[src/tcw_pkg.sv]
`default_nettype none

package tcw_pkg;

	localparam logic [7:0] CH_TAB          = 8'h09;
	localparam logic [7:0] CH_LF           = 8'h0A;
	localparam logic [7:0] CH_CR           = 8'h0D;
	localparam logic [7:0] FIRST_PRINTABLE = 8'h20;
	localparam logic [7:0] BLANK_CHAR      = 8'h20;
	localparam logic [7:0] RESET_ATTR      = 8'h07;
	localparam logic [15:0] BLANK_CELL     = {RESET_ATTR, BLANK_CHAR};
	localparam int TAB_SHIFT               = 3;

	typedef enum logic {
		OP_PUT  = 1'b0,
		OP_READ = 1'b1
	} op_t;

	typedef enum logic [1:0] {
		ST_CLEAR,
		ST_IDLE,
		ST_SCROLL,
		ST_RESP
	} state_t;

	typedef struct packed {
		logic write;
		logic scroll;
	} cursor_step_t;

endpackage

`default_nettype wire

[src/tcw_cursor.sv]
`default_nettype none

module tcw_cursor
	import tcw_pkg::*;
#(
	parameter int COLUMNS = 80,
	parameter int ROWS    = 25,
	parameter int POS_W   = 11
) (
	input  wire logic             clk,
	input  wire logic             arst_n,
	input  wire logic             put_en,
	input  wire logic [7:0]       char_code,
	output cursor_step_t          step,
	output logic      [POS_W-1:0] cur_pos
);

	localparam int COL_W = $clog2(COLUMNS + (1 << TAB_SHIFT));
	localparam int ROW_W = $clog2(ROWS + 1);

	logic [COL_W-1:0] col_q, col_a, col_d, tab_col;
	logic [ROW_W-1:0] row_q, row_a, row_b, row_d;

	assign cur_pos = POS_W'(row_q) * POS_W'(COLUMNS) + POS_W'(col_q);
	assign tab_col = ((col_q >> TAB_SHIFT) + COL_W'(1)) << TAB_SHIFT;

	always_comb begin
		col_a      = col_q;
		row_a      = row_q;
		step.write = 1'b0;
		priority if (char_code == CH_LF) begin
			col_a = '0;
			row_a = row_q + ROW_W'(1);
		end else if (char_code == CH_CR) begin
			col_a = '0;
		end else if (char_code == CH_TAB) begin
			col_a = tab_col;
		end else if (char_code >= FIRST_PRINTABLE) begin
			col_a      = col_q + COL_W'(1);
			step.write = 1'b1;
		end

		if (col_a >= COL_W'(COLUMNS)) begin
			col_d = '0;
			row_b = row_a + ROW_W'(1);
		end else begin
			col_d = col_a;
			row_b = row_a;
		end

		if (row_b >= ROW_W'(ROWS)) begin
			row_d       = ROW_W'(ROWS - 1);
			step.scroll = 1'b1;
		end else begin
			row_d       = row_b;
			step.scroll = 1'b0;
		end
	end

	always_ff @(posedge clk or negedge arst_n) begin
		if (!arst_n) begin
			col_q <= '0;
			row_q <= '0;
		end else if (put_en) begin
			col_q <= col_d;
			row_q <= row_d;
		end
	end

endmodule

`default_nettype wire

[config.mk]
export PLATFORM = sky130hd
export DESIGN_NAME = tcw_cursor
export DESIGN_NICKNAME = d
export VERILOG_FILES = /design/src/tcw_pkg.sv /design/src/tcw_cursor.sv
export SDC_FILE = /design/constraint.sdc
export NUM_CORES = 1
export LEC_CHECK = 0
export BUFFER_PORTS_ARGS = -buffer_cell sky130_fd_sc_hd__buf_2
export CAP_MARGIN = 5
export CORE_ASPECT_RATIO = 1.4
export CORE_MARGIN = 2
export CORE_UTILIZATION = 35
export CTS_CLUSTER_DIAMETER = 80
export CTS_CLUSTER_SIZE = 8
export DETAILED_ROUTE_END_ITERATION = 7
export PLACE_DENSITY = 0.54
export REMOVE_ABC_BUFFERS = 1
export SKIP_CTS_REPAIR_TIMING = 1
export SLEW_MARGIN = 15
export SYNTH_ARGS = -nofsm -noshare
export SYNTH_HDL_FRONTEND = slang
export SYNTH_SLANG_ARGS = --single-unit
[constraint.sdc]
create_clock -name clk -period 8.6 [get_ports clk]
set_clock_uncertainty 0.05 [all_clocks]
set_input_delay 1.72 -clock clk [delete_from_list [all_inputs] [get_ports clk]]
set_output_delay 1.72 -clock clk [all_outputs]
set_load 0.01 [all_outputs]
**Word level (Yosys, flattened, before mapping)**

Index checks and enable logic that the tools add are counted.

- Register bits after elaboration: 12
- Latch bits: 0
- Bits in writable memories: 0
- Bits in read-only memories: 0
- Input bits: 11
- Output and inout bits: 13
- Word-level logic and storage cells: 27
- Memories: 0

- $add $sub $neg: 5
- Multipliers: 1
- Divide/modulo/power cells: 0
- $lt $le $gt $ge: 3
- Equality and inequality tests: 3
- Shift operators: 0
- Multiplexer cells: 13
- Bitwise gates (word level): 0
- Reductions and logical operators: 0

Operator list:

| cell | number |
|---|---|
| two-way mux 7 bit | 5 |
| == test 8 x 4 -> 1 bit (second input constant) | 3 |
| two-way mux 5 bit | 3 |
| adder 11 x 7 -> 11 bit | 1 |
| adder 5 x 1 -> 5 bit (second input constant) | 2 |
| greater-or-equal comparator 8 x 6 -> 1 bit (second input constant) | 1 |
| adder 7 x 1 -> 7 bit (second input constant) | 1 |
| greater-or-equal comparator 7 bit (second input constant) | 1 |
| multiplier 5 x 3 -> 7 bit (second input constant) | 1 |
| greater-or-equal comparator 5 bit (second input constant) | 1 |
| two-way mux 1 bit | 5 |
| adder 4 x 1 -> 4 bit (second input constant) | 1 |

**Depth between registers and ports, before layout**

Gate-level depths: netlist of the first run.

- Word-level depth: 9
- Gate-level depth with buffers: 12
- Gate-level depth less buffers: 10

**Worst setup path after synthesis of the first run**

OpenSTA, ideal clock, no wires.

- Path type: input to output
- From: in char_code[7]
- To: out step[0] in the netlist's numbering
- Arrival time: 3.836 ns
- Required time: 6.830 ns
- Setup slack: 2.994 ns
- Stages: 12
- Buffers on the path: 2
- Cell sequence: or3_4 -> buf_6 -> nor4_4 -> buf_6 -> nand2_1 -> o21ai_0 -> ha_1 -> o31ai_2 -> nor4b_2 -> o21a_1 -> nor2_1 -> a21oi_1

RTL lines:

| element | RTL line | source |
|---|---|---|
| from (decl) | tcw_cursor.sv:13 | `input wire logic [7:0] char_code,` |
| to (decl) | tcw_cursor.sv:14 | `output cursor_step_t step,` |

==> results of run 1 <==
## state kept, by name, summed over array words and instances, names as in the netlist
name and cells:
col_q 7, row_q 5
## power breakdown
group | internal [mW] | leakage [nW] | switching [mW] | total [mW]
Combinational | 0.0808 | 0.527 | 0.0941 | 0.175
Sequential | 0.0720 | 0.148 | 0.0287 | 0.101
Clock | 0.0405 | 0.0288 | 0.0235 | 0.0640
## worst max-delay path, cell delays in order
cell and delay [ps]:
buf_2 100, or3_4 460, nor4_4 570, nand2_1 110, o21ai_0 160, ha_1 250
o31ai_2 110, nor4b_2 270, o21a_1 200, nor2_1 80, a21oi_1 120, buf_2 140
## cell usage in the layout (no fill, tap or decap), types with 2 or more instances in the layout
master,n
xnor2_1,9
inv_1,14
xor2_1,6
nand3_1,3
nor2_1,8
fa_1,2
nor2b_1,2
o31ai_1,3
o21a_1,2
buf_2,23
a211o_1,3
clkbuf_8,4
dfrtp_1,12
a211oi_1,2
ha_1,13
nand2b_1,3
a21oi_1,4
nor4_4,2
nand3b_1,5
nor3_1,2
a21o_1,3
o21ai_0,9
nor3b_1,3
and3_1,2
nand2_1,13
## how the worst max path moves through the flow
stage	startpoint	endpoint	slack, ps	cells after the start
6_report	char_code[7]	step[0]	2520	12
5_1_grt	char_code[7]	step[0]	2270	12
4_1_cts	char_code[7]	step[0]	2520	12
3_5_place_dp	char_code[7]	step[0]	2520	12
3_3_place_gp	char_code[7]	step[0]	2580	12
2_1_floorplan	char_code[7]	step[0]	2960	8
## logic make-up (layout without fill, tap and decap cells)
group,after synthesis,after routing,share of synthesized area (%)
simple gates,53,53,23.5
buf+inv,24,41,8.33
flops,12,12,20.4
mux,4,4,3.74
xor+xnor,15,15,8.92
compound gates,41,41,21.3
fa+ha+maj,15,15,13.8
## per-layer routing
layer	up-vias	wire [um]
li1	626	-
met1	603	1380
met2	38	1760
met3	8	132
met4	0	57
met5	-	0
## layout make-up
class,instances,share of cell area (%)
multi-input cells,128,64.5
clock buffers,4,3.38
repair buffers,23,7.08
well taps,43,3.31
inverters,14,3.23
flip-flops and latches,12,18.5
==> impl_metrics.py, run 1 <==
metrics = {
    "die": {
        "die-height_um": 80.8,
        "row_count": 27,
        "num_io_pins": 24,
        "fp.dieW_um": 58.8,
        "core_area_um2": 3990,
        "die_area_um2": 4750,
        "start_util_pct": 36.9,
    },
    "setup_path": {
        "r2r-end": "row_q[2]$_DFFE_PN0P_",
        "reg2regPathDepth": 8,
        "r2r_setup_slack_ps": 5950,
        "cp.required_ps": 6830,
        "worst_ep_arrival_time_ps": 4310,
        "critPathCaptureType": "primary output",
        "start_kind": "input port",
        "cp_max_fo": 13,
        "path_class": "input port to primary output",
        "reg2reg_from": "col_q[0]$_DFFE_PN0P_",
    },
    "grt": {
        "grt_pass1_wl_um": 5820,
        "grt-busiest-layer": "met2",
        "use_met3_pct": 2.07,
        "grt_pass1_vias": 1307,
        "grt_max_degree": 20,
        "grt-ovfl-total": 0,
        "grt_usage_pct": 15.5,
        "grtUsageMet2_pct": 28.8,
        "antenna_found_initial": 0,
        "gr-usage-met1_pct": 17.5,
    },
    "timing": {
        "hold_violations": 0,
        "tns_ps": 0,
        "finalCritPeriodShare_pct": 70.7,
        "fmax_mhz": 164,
        "worst_slack_ps": 2520,
        "slew_viol_final": 0,
        "relSlewSlack_pct": 51.2,
        "worstMarginPinSlew_ps": 726,
        "fin_crit_ps": 6080,
        "hold_slack_ps": 490,
        "rsz0062_at_grt": "no",
        "final-setup-viol-count": 0,
    },
    "clocking": {
        "clock_sinks": 12,
        "root_buffer": "clkbuf_8",
        "insertion_delay_ps": 240,
        "ctsHtreeMaxLevel": 1,
        "cts_tree": "done",
        "cts_buffers": 3,
        "cts_buffer_depth": 2,
        "clkTransAtPathRegs_ps": 60,
    },
    "synth": {
        "yosysSeqAreaShare_pct": 20.4,
        "netlist_instances": 164,
        "synth_top_area_cell": "dfrtp_1",
        "avgSynthCellArea_um2": 8.98,
        "netlist_area_um2": 1470,
        "yosysMostFrequentCell": "inv_1",
        "synth_seq_cells": 12,
        "synth_commonest_cells": "14 x inv_1, 13 x ha_1, 13 x nand2_1",
        "synth_cell_types": 58,
        "yosys-top-cells-area": "dfrtp_1 20%, ha_1 11%, xnor2_1 5.4%",
        "async_reset_ff_share_pct": 100,
        "ys.warnings.count": 0,
        "synth.top_cell.area_share_pct": 20.4,
        "synth_edf_count": 0,
        "synth_ff_type": "dfrtp_1",
    },
    "power_and_ir_drop": {
        "vdd.ir_drop.worst_uv": 88.2,
        "powerDensity_nw_per_um2": 209,
        "total_power_uw": 340,
        "p_leak_nw": 0.704,
    },
    "cells_and_area": {
        "nets": 208,
        "stdcell_count": 224,
        "fin_util_pct": 40.8,
        "regArea_um2": 300,
        "fin_area_um2": 1630,
        "drive_above_1_share_pct": 23.2,
        "diodes": 0,
        "multiInputGateArea_um2": 1050,
        "fillerInstances": 425,
        "syn_to_final_growth_pct": 10.5,
    },
    "placed_design": {
        "dpl.cell_count": 220,
        "place_congestion": 0.965,
        "hpwl_um": 2720,
        "port_buffers": 23,
        "post-place-ws_ps": 2520,
        "placed_area_um2": 1570,
    },
    "routing": {
        "vias_per_cell": 5.69,
        "drtAntennaViolNets": 0,
        "via_count": 1275,
        "drt_wl_total_um": 3330,
        "drt_iter0_drc": 32,
        "drcViolationCount": 2,
        "firstDrtPassIters": 6,
        "wire_per_inst_um": 14.8,
    },
    "worst_hold_path": {
        "holdPathStages": 1,
        "hp-start": "col_q[2]$_DFFE_PN0P_",
        "min_to": "col_q[2]$_DFFE_PN0P_",
        "hold_class": "register to register",
    },
    "outcome": {
        "violations": "design-rule violations",
        "status": "complete, but fails checks",
    },
    "job": {
        "drv_cap": 0,
    },
}
No activity file was read; power rests on OpenSTA's default activity.
==> run 2, diff against run 1 <==
==> constraint.sdc (replaced) <==
create_clock -name clk -period 5.9 [get_ports clk]
set_clock_uncertainty 0.05 [all_clocks]
set_input_delay 1.18 -clock clk [delete_from_list [all_inputs] [get_ports clk]]
set_output_delay 1.18 -clock clk [all_outputs]
set_load 0.01 [all_outputs]
==> impl_metrics.py, run 2 (synthesis results as in run 1) <==
metrics = {
    "grt": {
        "antenna_found_initial": 0,
        "grt_pass1_wl_um": 5800,
        "grt_usage_pct": 15.7,
        "grt_max_degree": 20,
        "grt-ovfl-total": 0,
        "grt_pass1_vias": 1273,
    },
    "timing": {
        "hold_slack_ps": 492,
        "fin_crit_ps": 5030,
        "relSlewSlack_pct": 50.2,
        "slew_viol_final": 0,
        "worstMarginPinSlew_ps": 742,
        "rsz0062_at_grt": "no",
        "hold_violations": 0,
        "final-setup-viol-count": 0,
        "tns_ps": 0,
        "finalCritPeriodShare_pct": 85.2,
        "fmax_mhz": 199,
    },
    "placed_design": {
        "port_buffers": 23,
        "hpwl_um": 2740,
        "place_congestion": 0.965,
        "dpl.cell_count": 220,
    },
    "die": {
        "die-height_um": 80.8,
        "fp.dieW_um": 58.8,
        "start_util_pct": 36.9,
        "core_area_um2": 3990,
        "die_area_um2": 4750,
        "num_io_pins": 24,
        "row_count": 27,
    },
    "setup_path": {
        "crit_slowest_cell": "nor4_4",
        "start_kind": "input port",
        "cp.required_ps": 4670,
        "critPathCaptureType": "primary output",
        "path_common_cell": "buf_2",
        "cp_max_fo": 13,
        "critPathTopFamily": "simple AND/OR/NAND/NOR gates",
        "cpPeakStageDelay_ps": 580,
        "path_class": "input port to primary output",
        "crit_buf_inv": 2,
        "worst_ep_arrival_time_ps": 3800,
        "cp_cell_sequence": "buf_2 -> or3_4 -> nor4_4 -> nand2_1 -> o21ai_0 -> ha_1 -> o31ai_2 -> nor4b_2 -> o21a_1 -> nor2_1 -> a21oi_1 -> buf_2",
    },
    "power_and_ir_drop": {
        "switching_share_pct": 42.7,
        "power.switching_uw": 211,
        "p_int_uw": 282,
        "sequentialPowerShare_pct": 29.6,
        "p_clk_share_pct": 18.5,
        "p_leak_nw": 0.704,
        "combPwrFrac_pct": 51.9,
        "vdd.ir_drop.worst_uv": 156,
        "powerDensity_nw_per_um2": 303,
    },
    "routing": {
        "drcViolationCount": 2,
        "drt_iter0_drc": 24,
        "wire_per_inst_um": 14.6,
        "drtAntennaViolNets": 0,
        "firstDrtPassIters": 6,
        "drt_wl_total_um": 3280,
        "vias_per_cell": 5.72,
        "via_count": 1282,
    },
    "clocking": {
        "cts_buffers": 3,
        "root_buffer": "clkbuf_8",
        "ctsHtreeMaxLevel": 1,
        "clkTransAtPathRegs_ps": 60,
        "cts_buffer_depth": 2,
        "cts_tree": "done",
        "insertion_delay_ps": 240,
        "clock_sinks": 12,
    },
    "outcome": {
        "status": "complete, but fails checks",
        "violations": "design-rule violations",
    },
    "cells_and_area": {
        "fillerInstances": 408,
        "stdcell_count": 224,
        "largest_register_ffs": 7,
        "regArea_um2": 300,
        "multiInputGateArea_um2": 1050,
        "diodes": 0,
        "largest_register": "col_q",
        "nets": 208,
        "layout_commonest_cell": "buf_2",
        "mostFrequentLayoutCells": "23 x buf_2, 14 x inv_1, 13 x nand2_1, 13 x ha_1, 12 x dfrtp_1",
        "syn_to_final_growth_pct": 10.5,
        "reg.largest.list": "col_q: 7 flops, row_q: 5 flops",
        "drive_above_1_share_pct": 23.2,
    },
    "worst_hold_path": {
        "hold_class": "register to register",
    },
    "job": {
        "drv_cap": 0,
    },
}
-- run 2: cell counts in the layout (fill, tap and decap cells not counted) --
Identical to the previous run, type by type.
-- run 2: final cells by class --
cell class,instances,area share [%]
Timing Repair Buffer,23,7.08
Tap cell,43,3.31
Multi-Input combinational cell,128,64.5
Inverter,14,3.23
Clock buffer,4,3.38
Sequential cell,12,18.5
-- run 2: routing by layer --
layer	track usage [%]	share of wire (%)
met5	0	0
met4	5.91	1.5
met3	1.59	3.5
met2	29.8	56
met1	17.4	39
-- run 2: worst paths after layout --
check / slack (ps) / end / from / cells past startpoint
min reg2reg: 490 / col_q[2]$_DFFE_PN0P_ / col_q[2]$_DFFE_PN0P_ / 1
min: 490 / col_q[2]$_DFFE_PN0P_ / col_q[2]$_DFFE_PN0P_ / 1
max in group asynchronous: 4810 / row_q[0]$_DFFE_PN0P_ / arst_n / 1
min in group asynchronous: 770 / col_q[2]$_DFFE_PN0P_ / arst_n / 1
max reg2reg: 3240 / row_q[2]$_DFFE_PN0P_ / col_q[0]$_DFFE_PN0P_ / 8
max: 870 / step[0] / char_code[7] / 12
-- run 2: power by group through the flow --
| stage | Combinational (mW) | Clock, mW | Sequential [mW] |
|---|---|---|---|
| floorplan | 0.176 | 0 | 0.142 |
| CTS | 0.260 | 0.0933 | 0.146 |
| detailed placement | 0.258 | 0 | 0.148 |
| global placement | 0.253 | 0 | 0.146 |
| finish | 0.256 | 0.0911 | 0.146 |
| global route | 0.288 | 0.0981 | 0.151 |
-- run 2: metrics by stage --
| step | power [mW] | instance area (um^2) | util [%] | setup slack, ps |
|---|---|---|---|---|
| 2_1_floorplan | 0.318 | 1400 | - | 1340 |
| 3_3_place_gp | 0.399 | 1570 | 39.4 | 964 |
| 3_5_place_dp | 0.406 | 1570 | 39.4 | 911 |
| 4_1_cts | 0.500 | 1630 | 40.8 | 913 |
| 5_1_grt | 0.537 | 1630 | 40.8 | 636 |
| 6_report | 0.493 | 1630 | 40.8 | 874 |
==> run 3, diff against run 2 <==
--- a/config.mk
+++ b/config.mk
@@ -10,10 +10,11 @@
 export CORE_ASPECT_RATIO = 1.4
 export CORE_MARGIN = 2
 export CORE_UTILIZATION = 35
+export CTS_BUF_LIST = sky130_fd_sc_hd__clkbuf_16
 export CTS_CLUSTER_DIAMETER = 80
 export CTS_CLUSTER_SIZE = 8
 export DETAILED_ROUTE_END_ITERATION = 7
-export PLACE_DENSITY = 0.54
+export PLACE_DENSITY = 0.52
 export REMOVE_ABC_BUFFERS = 1
 export SKIP_CTS_REPAIR_TIMING = 1
 export SLEW_MARGIN = 15
==> constraint.sdc (replaced) <==
create_clock -name clk -period 5.9 [get_ports clk]
set_clock_uncertainty 0.05 [all_clocks]
set_input_delay 1.18 -clock clk [delete_from_list [all_inputs] [get_ports clk]]
set_output_delay 1.18 -clock clk [all_outputs]
set_load 0.05 [all_outputs]
==> impl_metrics.py, run 3 (synthesis results as in run 1) <==
metrics = {
    "cells_and_area": {
        "reg.largest.list": "col_q: 7 flops, row_q: 5 flops",
        "regArea_um2": 300,
        "layout_commonest_cell": "buf_2",
        "mostFrequentLayoutCells": "23 x buf_2, 14 x inv_1, 13 x nand2_1, 13 x ha_1, 12 x dfrtp_1",
        "nets": 208,
        "drive_above_1_share_pct": 22.8,
        "diodes": 0,
        "largest_register": "col_q",
        "fillerInstances": 400,
        "largest_register_ffs": 7,
        "multiInputGateArea_um2": 1050,
        "syn_to_final_growth_pct": 11.8,
    },
    "setup_path": {
        "worst_ep_arrival_time_ps": 3910,
        "start_kind": "input port",
        "cp.required_ps": 4670,
        "critPathCaptureType": "primary output",
        "path_class": "input port to primary output",
        "cp_max_fo": 13,
    },
    "routing": {
        "drt_iter0_drc": 32,
        "drt_wl_total_um": 3180,
        "vias_per_cell": 5.52,
        "drcViolationCount": 1,
        "drtAntennaViolNets": 0,
        "firstDrtPassIters": 6,
        "wire_per_inst_um": 14.3,
        "via_count": 1231,
    },
    "power_and_ir_drop": {
        "combPwrFrac_pct": 58.8,
        "vdd.ir_drop.worst_uv": 185,
        "p_int_uw": 312,
        "switching_share_pct": 51.7,
        "power.switching_uw": 334,
        "p_clk_share_pct": 18.7,
        "sequentialPowerShare_pct": 22.5,
        "p_leak_nw": 0.712,
        "powerDensity_nw_per_um2": 392,
    },
    "grt": {
        "antenna_found_initial": 0,
        "grt-ovfl-total": 0,
        "grt_max_degree": 20,
        "grt_usage_pct": 14.7,
        "grt_pass1_wl_um": 5440,
        "grt_pass1_vias": 1210,
    },
    "job": {
        "drv_cap": 0,
    },
    "timing": {
        "final-setup-viol-count": 0,
        "slew_viol_final": 0,
        "rsz0062_at_grt": "no",
        "finalCritPeriodShare_pct": 87.2,
        "fmax_mhz": 194,
        "hold_violations": 0,
        "hold_slack_ps": 487,
        "worstMarginPinSlew_ps": 716,
        "tns_ps": 0,
        "fin_crit_ps": 5140,
        "relSlewSlack_pct": 51.9,
    },
    "clocking": {
        "clkTransAtPathRegs_ps": 40,
        "root_buffer": "clkbuf_16",
        "insertion_delay_ps": 230,
        "clock_sinks": 12,
        "cts_buffer_depth": 2,
        "cts_tree": "done",
        "cts_buffers": 3,
        "ctsHtreeMaxLevel": 1,
    },
    "die": {
        "fp.dieW_um": 58.8,
        "die_area_um2": 4750,
        "core_area_um2": 3990,
        "row_count": 27,
        "die-height_um": 80.8,
        "start_util_pct": 36.9,
        "num_io_pins": 24,
    },
    "outcome": {
        "status": "complete, but fails checks",
        "violations": "design-rule violations",
    },
    "worst_hold_path": {
        "hold_class": "register to register",
    },
    "placed_design": {
        "hpwl_um": 2690,
        "place_congestion": 0.824,
        "port_buffers": 23,
    },
}
## run 3: changes by cell type in the layout (fill, tap and decap cells not counted), sizes merged
| cell | change |
|---|---|
| clkbuf | -1 |
## run 3: path summary, 6_finish.rpt
| check | startpoint | endpoint | slack (ps) | cells after the start |
|---|---|---|---|---|
| worst max-delay path | char_code[7] | step[0] | 760 | 12 |
| worst min-delay path | col_q[1]$_DFFE_PN0P_ | col_q[1]$_DFFE_PN0P_ | 490 | 2 |
| worst min register to register | col_q[1]$_DFFE_PN0P_ | col_q[1]$_DFFE_PN0P_ | 490 | 2 |
| min in group asynchronous | arst_n | col_q[3]$_DFFE_PN0P_ | 770 | 1 |
| max in group asynchronous | arst_n | row_q[1]$_DFFE_PN0P_ | 4800 | 1 |
| worst max register to register | col_q[0]$_DFFE_PN0P_ | row_q[2]$_DFFE_PN0P_ | 3220 | 8 |
## run 3: final cells by class
cell class / count / area share (%)
clock buffer: 3 / 4.56
inverter: 14 / 3.19
multi-input combinational: 128 / 63.8
sequential: 12 / 18.2
tap: 43 / 3.27
timing repair buffer: 23 / 6.99
## run 3: power by group through the flow
stage	Combinational (mW)	Clock [mW]	Sequential, mW
after CTS	0.384	0.125	0.147
after global placement	0.378	0	0.147
after floorplan	0.266	0	0.176
after detailed placement	0.383	0	0.148
after global routing	0.411	0.130	0.151
final	0.380	0.120	0.145
## run 3: per-stage QoR
stage                     util, %  power [mW]  std cells  setup slack [ps]  cell area (um^2)
after CTS                    41.3       0.655        223               739              1650
after global routing         41.3       0.692        223               477              1650
after floorplan                 -       0.442        154               691              1400
after global placement       39.4       0.524        220               802              1570
final                        41.3       0.646        223               758              1650
after detailed placement     39.4       0.531        220               750              1570
## run 3: critical path, cell delays in order
cell	delay (ps)
buf_2	100
or3_4	470
nor4_4	560
nand2_1	100
o21ai_0	150
ha_1	250
o31ai_2	110
nor4b_2	280
o21a_1	200
nor2_1	90
a21oi_1	140
buf_2	280
## run 3: per-layer routing
metal	global-route usage [%]	up-vias	routed length [um]
li1	-	630	-
met1	15.9	575	1320
met2	28.3	22	1710
met3	1.75	4	86
met4	5.00	0	59
met5	0	-	0
